**src/rtl/core/erast_pkg.sv**
```systemverilog
// shared constants, types and helpers for the ellipse rasterizer core
package erast_pkg;

  localparam int COORD_BITS = 12;
  localparam int CENTER_W   = 12;
  localparam int AXIS_W     = 11;
  localparam int SQ_W       = 2 * AXIS_W;
  localparam int OUT_W      = 14;
  localparam int DEC_W      = 48;
  localparam int T_W        = 52;
  localparam int MUL_B_W    = (COORD_BITS + 1 > AXIS_W) ? COORD_BITS + 1 : AXIS_W;
  localparam int PROD_W     = SQ_W + MUL_B_W;
  localparam int WIDE_W     = COORD_BITS + OUT_W;

  localparam logic OP_START = 1'b0;
  localparam logic OP_STEP  = 1'b1;

  typedef logic [COORD_BITS-1:0] coord_t;

  typedef enum logic [3:0] {
    ST_IDLE,
    ST_SQA,
    ST_SQB,
    ST_AB,
    ST_D0,
    ST_D1,
    ST_PT,
    ST_T0,
    ST_T1,
    ST_XM,
    ST_XA,
    ST_XB,
    ST_YM,
    ST_YA,
    ST_YB,
    ST_EMIT
  } state_t;

  typedef struct packed {
    state_t st;
    logic   in_ready;
    logic   out_load;
  } ctrl_t;

  typedef struct packed {
    logic in_valid;
    logic opcode;
    logic active;
    logic t_mv_x;
    logic mv_y;
    logic out_free;
  } stat_t;

  // center plus or minus offset, wrapped to the output width
  function automatic logic [OUT_W-1:0] out_coord(input coord_t c, input coord_t o,
                                                 input logic sub);
    logic [WIDE_W-1:0] cw;
    logic [WIDE_W-1:0] ow;
    logic [WIDE_W-1:0] rw;
    cw = WIDE_W'(c);
    ow = WIDE_W'(o);
    rw = sub ? (cw - ow) : (cw + ow);
    return rw[OUT_W-1:0];
  endfunction

endpackage

```
**src/rtl/core/ellipse_rasterizer_core.sv**
```systemverilog
// ellipse rasterizer top level: one quadrant by decision variable, mirrored four ways
// sequence: start word runs SQA, SQB, AB, D0, D1, EMIT; step word runs PT, T0, T1, then
// XM/XA/XB, YM/YA/YB or both (diagonal), then EMIT; an idle-block step goes to EMIT
// throughput: one word in flight; in_ready returns the cycle after the result is loaded
// the micro-sequence is shaped by the single shared multiplier and single 52-bit adder
// reset: synchronous active-high rst clears state, offsets, centers and out_valid
module ellipse_rasterizer_core
  import erast_pkg::*;
(
  input  logic                    clk,
  input  logic                    rst,
  input  logic                    in_valid,
  output logic                    in_ready,
  input  logic                    opcode,
  input  logic [CENTER_W-1:0]     center_x,
  input  logic [CENTER_W-1:0]     center_y,
  input  logic [AXIS_W-1:0]       semi_axis_x,
  input  logic [AXIS_W-1:0]       semi_axis_y,
  input  logic                    plot_enable,
  output logic                    out_valid,
  input  logic                    out_ready,
  output logic signed [OUT_W-1:0] x_right,
  output logic signed [OUT_W-1:0] x_left,
  output logic signed [OUT_W-1:0] y_below,
  output logic signed [OUT_W-1:0] y_above,
  output logic                    plotted,
  output logic                    last
);

  ctrl_t ctrl;
  stat_t stat;

  // running ellipse state
  coord_t                   offset_x;
  coord_t                   offset_y;
  coord_t                   saved_center_x;
  coord_t                   saved_center_y;
  logic signed [DEC_W-1:0]  decision;
  logic [SQ_W-1:0]          axis_x_squared;
  logic [SQ_W-1:0]          axis_y_squared;
  logic                     drawing_active;
  logic                     plot_flag;

  // working registers for the micro-sequence
  logic [AXIS_W-1:0]        axis_a;
  logic [AXIS_W-1:0]        axis_b;
  logic signed [T_W-1:0]    t_val;
  logic                     dec_le0;
  logic                     mv_y;
  logic                     idle_emit;

  logic                     in_fire;
  logic                     start_fire;
  logic                     dec_le0_c;
  logic [COORD_BITS:0]      x_inc;
  coord_t                   y_dec;

  // shared multiplier
  logic                     mul_en;
  logic [SQ_W-1:0]          mul_a;
  logic [MUL_B_W-1:0]       mul_b;
  logic [PROD_W-1:0]        prod;

  // shared adder
  logic signed [T_W-1:0]    dec_ext;
  logic signed [T_W-1:0]    prod2;
  logic signed [T_W-1:0]    a_ext;
  logic signed [T_W-1:0]    b_ext;
  logic signed [T_W-1:0]    opa;
  logic signed [T_W-1:0]    opb;
  logic signed [T_W-1:0]    sum;
  logic                     t_pos;
  logic                     t_neg;
  logic                     mv_x_c;
  logic                     mv_y_c;

  assign in_ready   = ctrl.in_ready;
  assign in_fire    = in_valid && ctrl.in_ready;
  assign start_fire = in_fire && (opcode == OP_START);

  // d <= 0 picks the horizontal-leaning branch
  assign dec_le0_c = decision[DEC_W-1] || (decision == '0);
  assign x_inc     = {1'b0, offset_x} + (COORD_BITS + 1)'(1);
  assign y_dec     = offset_y - COORD_BITS'(1);

  assign stat.in_valid = in_valid;
  assign stat.opcode   = opcode;
  assign stat.active   = drawing_active;
  assign stat.t_mv_x   = mv_x_c;
  assign stat.mv_y     = mv_y;
  assign stat.out_free = !out_valid || out_ready;

  erast_ctrl u_ctrl (
    .clk  (clk),
    .rst  (rst),
    .stat (stat),
    .ctrl (ctrl)
  );

  // multiplier operand select: squares and A*b on start, A*y / B*x on steps
  always_comb begin
    mul_en = 1'b1;
    mul_a  = '0;
    mul_b  = '0;
    unique case (ctrl.st)
      ST_SQA: begin
        mul_a = SQ_W'(axis_a);
        mul_b = MUL_B_W'(axis_a);
      end
      ST_SQB: begin
        mul_a = SQ_W'(axis_b);
        mul_b = MUL_B_W'(axis_b);
      end
      ST_AB: begin
        mul_a = axis_x_squared;
        mul_b = MUL_B_W'(axis_b);
      end
      ST_PT: begin
        // old coordinates feed the test term
        mul_a = dec_le0_c ? axis_x_squared : axis_y_squared;
        mul_b = dec_le0_c ? MUL_B_W'(offset_y) : MUL_B_W'(offset_x);
      end
      ST_XM: begin
        // x+1 kept one bit wider so the product sees the unwrapped value
        mul_a = axis_y_squared;
        mul_b = MUL_B_W'(x_inc);
      end
      ST_YM: begin
        mul_a = axis_x_squared;
        mul_b = MUL_B_W'(y_dec);
      end
      default: mul_en = 1'b0;
    endcase
  end

  erast_mul u_mul (
    .clk  (clk),
    .en   (mul_en),
    .op_a (mul_a),
    .op_b (mul_b),
    .prod (prod)
  );

  assign dec_ext = {{(T_W - DEC_W){decision[DEC_W-1]}}, decision};
  assign prod2   = T_W'({prod, 1'b0});
  assign a_ext   = T_W'(axis_x_squared);
  assign b_ext   = T_W'(axis_y_squared);

  // adder operand select
  always_comb begin
    opa = '0;
    opb = '0;
    unique case (ctrl.st)
      ST_D0: begin
        opa = a_ext;
        opb = b_ext;
      end
      ST_D1: begin
        opa = dec_ext;
        opb = -prod2;
      end
      ST_T0: begin
        opa = {dec_ext[T_W-2:0], 1'b0};
        opb = dec_le0 ? prod2 : -prod2;
      end
      ST_T1: begin
        opa = t_val;
        opb = dec_le0 ? -a_ext : -b_ext;
      end
      ST_XA: begin
        opa = dec_ext;
        opb = prod2;
      end
      ST_XB: begin
        opa = dec_ext;
        opb = b_ext;
      end
      ST_YA: begin
        opa = dec_ext;
        opb = -prod2;
      end
      ST_YB: begin
        opa = dec_ext;
        opb = a_ext;
      end
      default: begin
        opa = '0;
        opb = '0;
      end
    endcase
  end

  assign sum   = opa + opb;
  assign t_pos = !sum[T_W-1] && (sum != '0);
  assign t_neg = sum[T_W-1];

  // move choice: d <= 0 always steps x, diagonal when t > 0;
  // d > 0 always steps y, diagonal when t < 0
  assign mv_x_c = dec_le0 ? 1'b1 : t_neg;
  assign mv_y_c = dec_le0 ? t_pos : 1'b1;

  // visible state: offsets, centers, flags
  always_ff @(posedge clk) begin
    if (rst) begin
      offset_x       <= '0;
      offset_y       <= '0;
      saved_center_x <= '0;
      saved_center_y <= '0;
      drawing_active <= 1'b0;
      plot_flag      <= 1'b0;
    end else begin
      if (start_fire) begin
        saved_center_x <= COORD_BITS'(center_x);
        saved_center_y <= COORD_BITS'(center_y);
        plot_flag      <= plot_enable;
        offset_x       <= '0;
        offset_y       <= COORD_BITS'(semi_axis_y);
        // zero vertical semi-axis: the first point is already the last
        drawing_active <= (COORD_BITS'(semi_axis_y) != '0);
      end
      if (ctrl.st == ST_XM) begin
        offset_x <= x_inc[COORD_BITS-1:0];
      end
      if (ctrl.st == ST_YM) begin
        offset_y <= y_dec;
        if (y_dec == '0) begin
          drawing_active <= 1'b0;
        end
      end
    end
  end

  // working registers, loaded before use
  always_ff @(posedge clk) begin
    if (start_fire) begin
      axis_a <= semi_axis_x;
      axis_b <= semi_axis_y;
    end
    if (in_fire) begin
      // step word with no ellipse in progress repeats the held point
      idle_emit <= (opcode == OP_STEP) && !drawing_active;
    end
    if (ctrl.st == ST_SQB) begin
      axis_x_squared <= prod[SQ_W-1:0];
    end
    if (ctrl.st == ST_AB) begin
      axis_y_squared <= prod[SQ_W-1:0];
    end
    if (ctrl.st == ST_PT) begin
      dec_le0 <= dec_le0_c;
    end
    if (ctrl.st == ST_T0) begin
      t_val <= sum;
    end
    if (ctrl.st == ST_T1) begin
      mv_y <= mv_y_c;
    end
    if (ctrl.st == ST_D0 || ctrl.st == ST_D1 || ctrl.st == ST_XA ||
        ctrl.st == ST_XB || ctrl.st == ST_YA || ctrl.st == ST_YB) begin
      decision <= sum[DEC_W-1:0];
    end
  end

  // output word register
  always_ff @(posedge clk) begin
    if (rst) begin
      out_valid <= 1'b0;
    end else begin
      if (ctrl.out_load) begin
        out_valid <= 1'b1;
      end else if (out_ready) begin
        out_valid <= 1'b0;
      end
    end
  end

  always_ff @(posedge clk) begin
    if (ctrl.out_load) begin
      x_right <= $signed(out_coord(saved_center_x, offset_x, 1'b0));
      x_left  <= $signed(out_coord(saved_center_x, offset_x, 1'b1));
      y_below <= $signed(out_coord(saved_center_y, offset_y, 1'b0));
      y_above <= $signed(out_coord(saved_center_y, offset_y, 1'b1));
      plotted <= plot_flag && !idle_emit;
      last    <= idle_emit || (offset_y == '0);
    end
  end

  // an ellipse in progress never sits on the x axis
  a_active_y: assert property (@(posedge clk) disable iff (rst)
    drawing_active |-> (offset_y != '0))
    else $error("active ellipse with zero y offset");

  // an accepted word always occupies the sequencer, so in_ready is low in the next cycle
  a_fire_busy: assert property (@(posedge clk) disable iff (rst)
    (in_valid && in_ready) |=> !in_ready)
    else $error("input accepted back to back");

  // a result load always shows up on the output
  a_load_valid: assert property (@(posedge clk) disable iff (rst)
    ctrl.out_load |=> out_valid)
    else $error("loaded word not presented");

  // step arithmetic only runs on a live ellipse
  a_step_live: assert property (@(posedge clk) disable iff (rst)
    (ctrl.st == ST_PT) |-> drawing_active)
    else $error("step sequence on idle block");

endmodule

```
**src/rtl/core/erast_mul.sv**
```systemverilog
// shared registered multiplier for squares and axis products
module erast_mul
  import erast_pkg::*;
(
  input  logic               clk,
  input  logic               en,
  input  logic [SQ_W-1:0]    op_a,
  input  logic [MUL_B_W-1:0] op_b,
  output logic [PROD_W-1:0]  prod
);

  always_ff @(posedge clk) begin
    if (en) begin
      prod <= op_a * op_b;
    end
  end

endmodule

```
**src/rtl/core/erast_ctrl.sv**
```systemverilog
// sequencer for the start and step micro-operations
module erast_ctrl
  import erast_pkg::*;
(
  input  logic  clk,
  input  logic  rst,
  input  stat_t stat,
  output ctrl_t ctrl
);

  state_t state;
  state_t state_next;

  always_ff @(posedge clk) begin
    if (rst) begin
      state <= ST_IDLE;
    end else begin
      state <= state_next;
    end
  end

  always_comb begin
    state_next = state;
    unique case (state)
      ST_IDLE: begin
        if (stat.in_valid) begin
          if (stat.opcode == OP_START) begin
            state_next = ST_SQA;
          end else if (stat.active) begin
            state_next = ST_PT;
          end else begin
            state_next = ST_EMIT;
          end
        end
      end
      ST_SQA:  state_next = ST_SQB;
      ST_SQB:  state_next = ST_AB;
      ST_AB:   state_next = ST_D0;
      ST_D0:   state_next = ST_D1;
      ST_D1:   state_next = ST_EMIT;
      ST_PT:   state_next = ST_T0;
      ST_T0:   state_next = ST_T1;
      ST_T1:   state_next = stat.t_mv_x ? ST_XM : ST_YM;
      ST_XM:   state_next = ST_XA;
      ST_XA:   state_next = ST_XB;
      ST_XB:   state_next = stat.mv_y ? ST_YM : ST_EMIT;
      ST_YM:   state_next = ST_YA;
      ST_YA:   state_next = ST_YB;
      ST_YB:   state_next = ST_EMIT;
      ST_EMIT: begin
        if (stat.out_free) begin
          state_next = ST_IDLE;
        end
      end
      default: state_next = ST_IDLE;
    endcase
    ctrl.st       = state;
    ctrl.in_ready = (state == ST_IDLE);
    ctrl.out_load = (state == ST_EMIT) && stat.out_free;
  end

endmodule

```
**config.mk**
```make
export PLATFORM = sky130hd
export DESIGN_NAME = ellipse_rasterizer_core
export DESIGN_NICKNAME = d
export VERILOG_FILES = /design/src/rtl/core/erast_pkg.sv /design/src/rtl/core/ellipse_rasterizer_core.sv /design/src/rtl/core/erast_mul.sv /design/src/rtl/core/erast_ctrl.sv
export SDC_FILE = /design/constraint.sdc
export NUM_CORES = 1
export LEC_CHECK = 0
export BUFFER_PORTS_ARGS = -buffer_cell sky130_fd_sc_hd__clkbuf_2
export CAP_MARGIN = 20
export CORE_ASPECT_RATIO = 2
export CORE_MARGIN = 3
export CORE_UTILIZATION = 23
export DETAILED_ROUTE_END_ITERATION = 8
export PLACE_DENSITY = 0.47
export SYNTH_ARGS = -nofsm -noshare
export SYNTH_HDL_FRONTEND = slang
export SYNTH_HIERARCHICAL = 1
export SYNTH_SLANG_ARGS = --single-unit
```
**constraint.sdc**
```tcl
create_clock -name clk -period 15.6 [get_ports clk]
set_input_delay 2.34 -clock clk [delete_from_list [all_inputs] [get_ports clk]]
set_output_delay 2.34 -clock clk [all_outputs]
set_load 0.03 [all_outputs]
```
==> reports/qor.csv <==
stage,metric,value,unit
outcome,outcome,"finished, final reports clean",
clock_network,total CTS buffers,34,
route,Final Routed Wirelength,103,mm
cells_and_area,final core occ,0.262,
route,WL per Instance,21.0,um
sta,Peak Freq,109,MHz
hold_path,Worst Hold Class,reg2reg,
sta,final cycle utilization of the critical path,0.589,
cells_and_area,area growth from synthesis to layout,12.9,%
setup_path,r2r worst-path depth,25,
logic_synthesis,Post-synth ARST share,0,
grt,vias in the first global route,25551,
clock_network,H-Tree Level Count,2,
hold_path,Hold Path Stages,2,
power_and_ir_drop,VDD IR max,0.000124,V
floorplanning,initial core utilization,0.232,
route,via count,24104,
logic_synthesis,Syn Inst Count,3189,
logic_synthesis,netlist area before placement,29000,um2
placement,routability cong.,0.896,
route,Iter 0 DRT Violations,1372,
logic_synthesis,Post-synth EDFFs,256,
grt,Tot GR Track Use,0.155,
sta,Slew @ Worst Pin,1.08,ns
sta,setup TNS,0,ns
logic_synthesis,#FFs+latches synth,311,
setup_path,reg2reg setup slack,6.41,ns
grt,largest net degree at the start of global routing,68,
clock_network,CTS resizes,0,
clock_network,Clock Latency Late Sink,0.58,ns
power_and_ir_drop,clock power share,0.154,
cells_and_area,FILL cells,13485,
floorplanning,core box area,125000,um2
sta,Slew headroom,0.279,
setup_path,Critical Path AT,9.48,ns
clock_network,clk sinks,311,
power_and_ir_drop,PD cells,179,nW/um2
setup_path,crit start category,register,
sta,Worst Skew,0.0390,ns
clock_network,clk buf depth,3,
grt,first-pass GRT wire length,154,mm
clock_network,Clock transition at path regs,0.06,ns
sta,min Tclk post-route,9.19,ns
cells_and_area,most frequent cells in the layout,"nand2_1 (428), inv_1 (389), edfxtp_1 (256)",
power_and_ir_drop,Pleak,13.7,nW
floorplanning,IO Pins,112,
sta,# setup viols final,0,
logic_synthesis,syn avg cell area,9.10,um2
floorplanning,Die Ht,508,um
route,Vias/cell,4.90,
grt,initial antenna violation count,3,
clock_network,hold buffers post-CTS,0,
floorplanning,num rows,183,
grt,grt total ovfl,0,
clock_network,Post-CTS Setup Inserts,0,
setup_path,Crit Path Class,reg2reg,
logic_synthesis,Post-synth top flop,edfxtp_1,
logic_synthesis,register area share after synthesis,0.303,
power_and_ir_drop,combinational share of power,0.583,
cells_and_area,n_diodes,0,
route,DRC violation count after routing,0,
sta,Final Slew Violations,0,
power_and_ir_drop,Flop pwr share,0.263,
floorplanning,die width,257,um
sta,final hold viol count,0,
logic_synthesis,Yosys cell types,103,
setup_path,Worst Path Required,15.89,ns
route,total iterations of the first detailed-routing run,7,
logic_synthesis,Yosys Warn Count,6,
placement,post-DP HPWL,84.6,mm
clock_network,Root Buffer,clkbuf_16,
route,Post-DRT Antenna Nets,0,
cells_and_area,layout cells sized above 1,0.0824,
power_and_ir_drop,Psw,2.87,mW
power_and_ir_drop,Sw Share,0.490,
setup_path,Crit. End Element,register,
sta,RSZ-0062 raised after global routing,no,
placement,IO buf count,109,
floorplanning,die area,131000,um2
setup_path,Crit Path Max Fanout,22,
power_and_ir_drop,"Power, Total",5.87,mW
clock_network,CTS tree,yes,
run,max cap viols,0,
cells_and_area,fin nets,3689,
cells_and_area,"most common cell after layout, fill and taps aside",nand2_1,
power_and_ir_drop,Pint,2.99,mW
## per-stage QoR
stage	instances	setup slack [ns]	area [um2]	hold WS, ns
2_1_floorplan	3190	8.27	29000	0.432
3_3_place_gp	4854	6.19	31500	0.441
3_5_place_dp	4855	6.43	31500	0.450
4_1_cts	4917	6.41	32700	0.461
5_1_grt	4918	6.02	32700	0.494
6_report	4918	6.41	32700	0.456
## Yosys cell counts, drive strengths merged, types with 16 or more instances
| master | instances | share of area |
|---|---|---|
| fa | 225 | 0.16 |
| nor3 | 73 | 0.013 |
| nand2 | 429 | 0.056 |
| a31oi | 16 | 0.0037 |
| clkbuf | 130 | 0.017 |
| o211ai | 20 | 0.0055 |
| a21o | 28 | 0.0072 |
| dfxtp | 55 | 0.038 |
| a222oi | 54 | 0.019 |
| a21oi | 204 | 0.036 |
| o21bai | 29 | 0.0076 |
| a22o | 31 | 0.0094 |
| or3 | 32 | 0.0071 |
| buf | 21 | 0.0041 |
| a221oi | 18 | 0.0054 |
| a221o | 23 | 0.0079 |
| nand3 | 50 | 0.0086 |
| ha | 185 | 0.080 |
| o21ai | 161 | 0.028 |
| nor2b | 18 | 0.0039 |
| nor4 | 38 | 0.0094 |
| and3 | 32 | 0.0069 |
| nand4 | 21 | 0.0045 |
| and2 | 129 | 0.028 |
| xor2 | 45 | 0.014 |
| xnor2 | 87 | 0.027 |
| nor2 | 179 | 0.023 |
| nand2b | 19 | 0.0041 |
| edfxtp | 256 | 0.27 |
| inv | 392 | 0.051 |
## power groups by stage
| stage | logic [mW] | clock network [mW] | registers [mW] |
|---|---|---|---|
| 2_1_floorplan | 2.36 | 0 | 1.45 |
| 3_3_place_gp | 3.39 | 0 | 1.56 |
| 3_5_place_dp | 3.42 | 0 | 1.56 |
| 4_1_cts | 3.43 | 0.933 | 1.54 |
| 5_1_grt | 3.78 | 0.957 | 1.57 |
| 6_report | 3.42 | 0.906 | 1.54 |
## logic make-up after synthesis
group	after synthesis	share of synthesized area
and+or+nand+nor	1064	0.177
buffers and inverters	543	0.0716
adders and majority gates	410	0.235
xor gates and xnor gates	132	0.0401
other	1	0.000129
AOI/OAI and AO/OA	718	0.169
muxes	10	0.00362
DFF	311	0.303
## worst max-delay path, stage by stage, from the launching register on
cell      delay [ns]
edfxtp_1        0.46
nor4_1          0.76
nand4_1         0.25
o31ai_4         0.36
buf_4           0.31
and2_1          0.28
or3_1           0.78
a222oi_1        0.21
nand2_1         0.49
nand2_1         0.16
fa_1            0.52
fa_1            0.53
inv_1           0.06
fa_1            0.52
fa_1            0.49
inv_1           0.05
fa_1            0.47
inv_1           0.04
ha_1            0.35
a21oi_1         0.24
nor2_1          0.07
a211oi_1        0.37
o211ai_2        0.26
a31oi_1         0.52
o21ai_0         0.18
xor2_1          0.18
## layout make-up
cell class,instances,area [um2],share of cell area
Tap cell,1665,2080,0.0636
Multi-Input combinational cell,2336,18300,0.559
Clock inverter,22,340,0.0104
Sequential cell,311,8790,0.268
Inverter,392,1470,0.0449
Clock buffer,40,895,0.0273
Timing Repair Buffer,152,873,0.0267
## path summary, 6_finish.rpt
| path | startpoint | end |
|---|---|---|
| worst min register to register | plot_flag | plot_flag |
| worst max register to register | decision[10] | u_mul/prod[25] |
| worst min-delay path | plot_flag | plot_flag |
| worst max-delay path | decision[10] | u_mul/prod[25] |
## sequential cells by signal, indices dropped and copies added, names as in the netlist, 4 cells and up
register        flops
axis_a             11
axis_b             11
axis_x_squared     22
axis_y_squared     22
decision           48
offset_x           12
offset_y           12
saved_center_x     12
saved_center_y     12
t_val              52
u_ctrl/state        4
u_mul/prod         35
x_left             12
x_right            13
y_above            12
y_below            13
## layer usage
| layer | wire length [um] | up-vias | track usage |
|---|---|---|---|
| met2 | 58400 | 665 | 0.314 |
| met3 | 2770 | 320 | 0.0121 |
| met4 | 8610 | 2 | 0.113 |
| met1 | 33600 | 11902 | 0.140 |
| met5 | 11 | - | 0 |
| li1 | - | 11215 | - |
(Power assumes the default switching activity.)
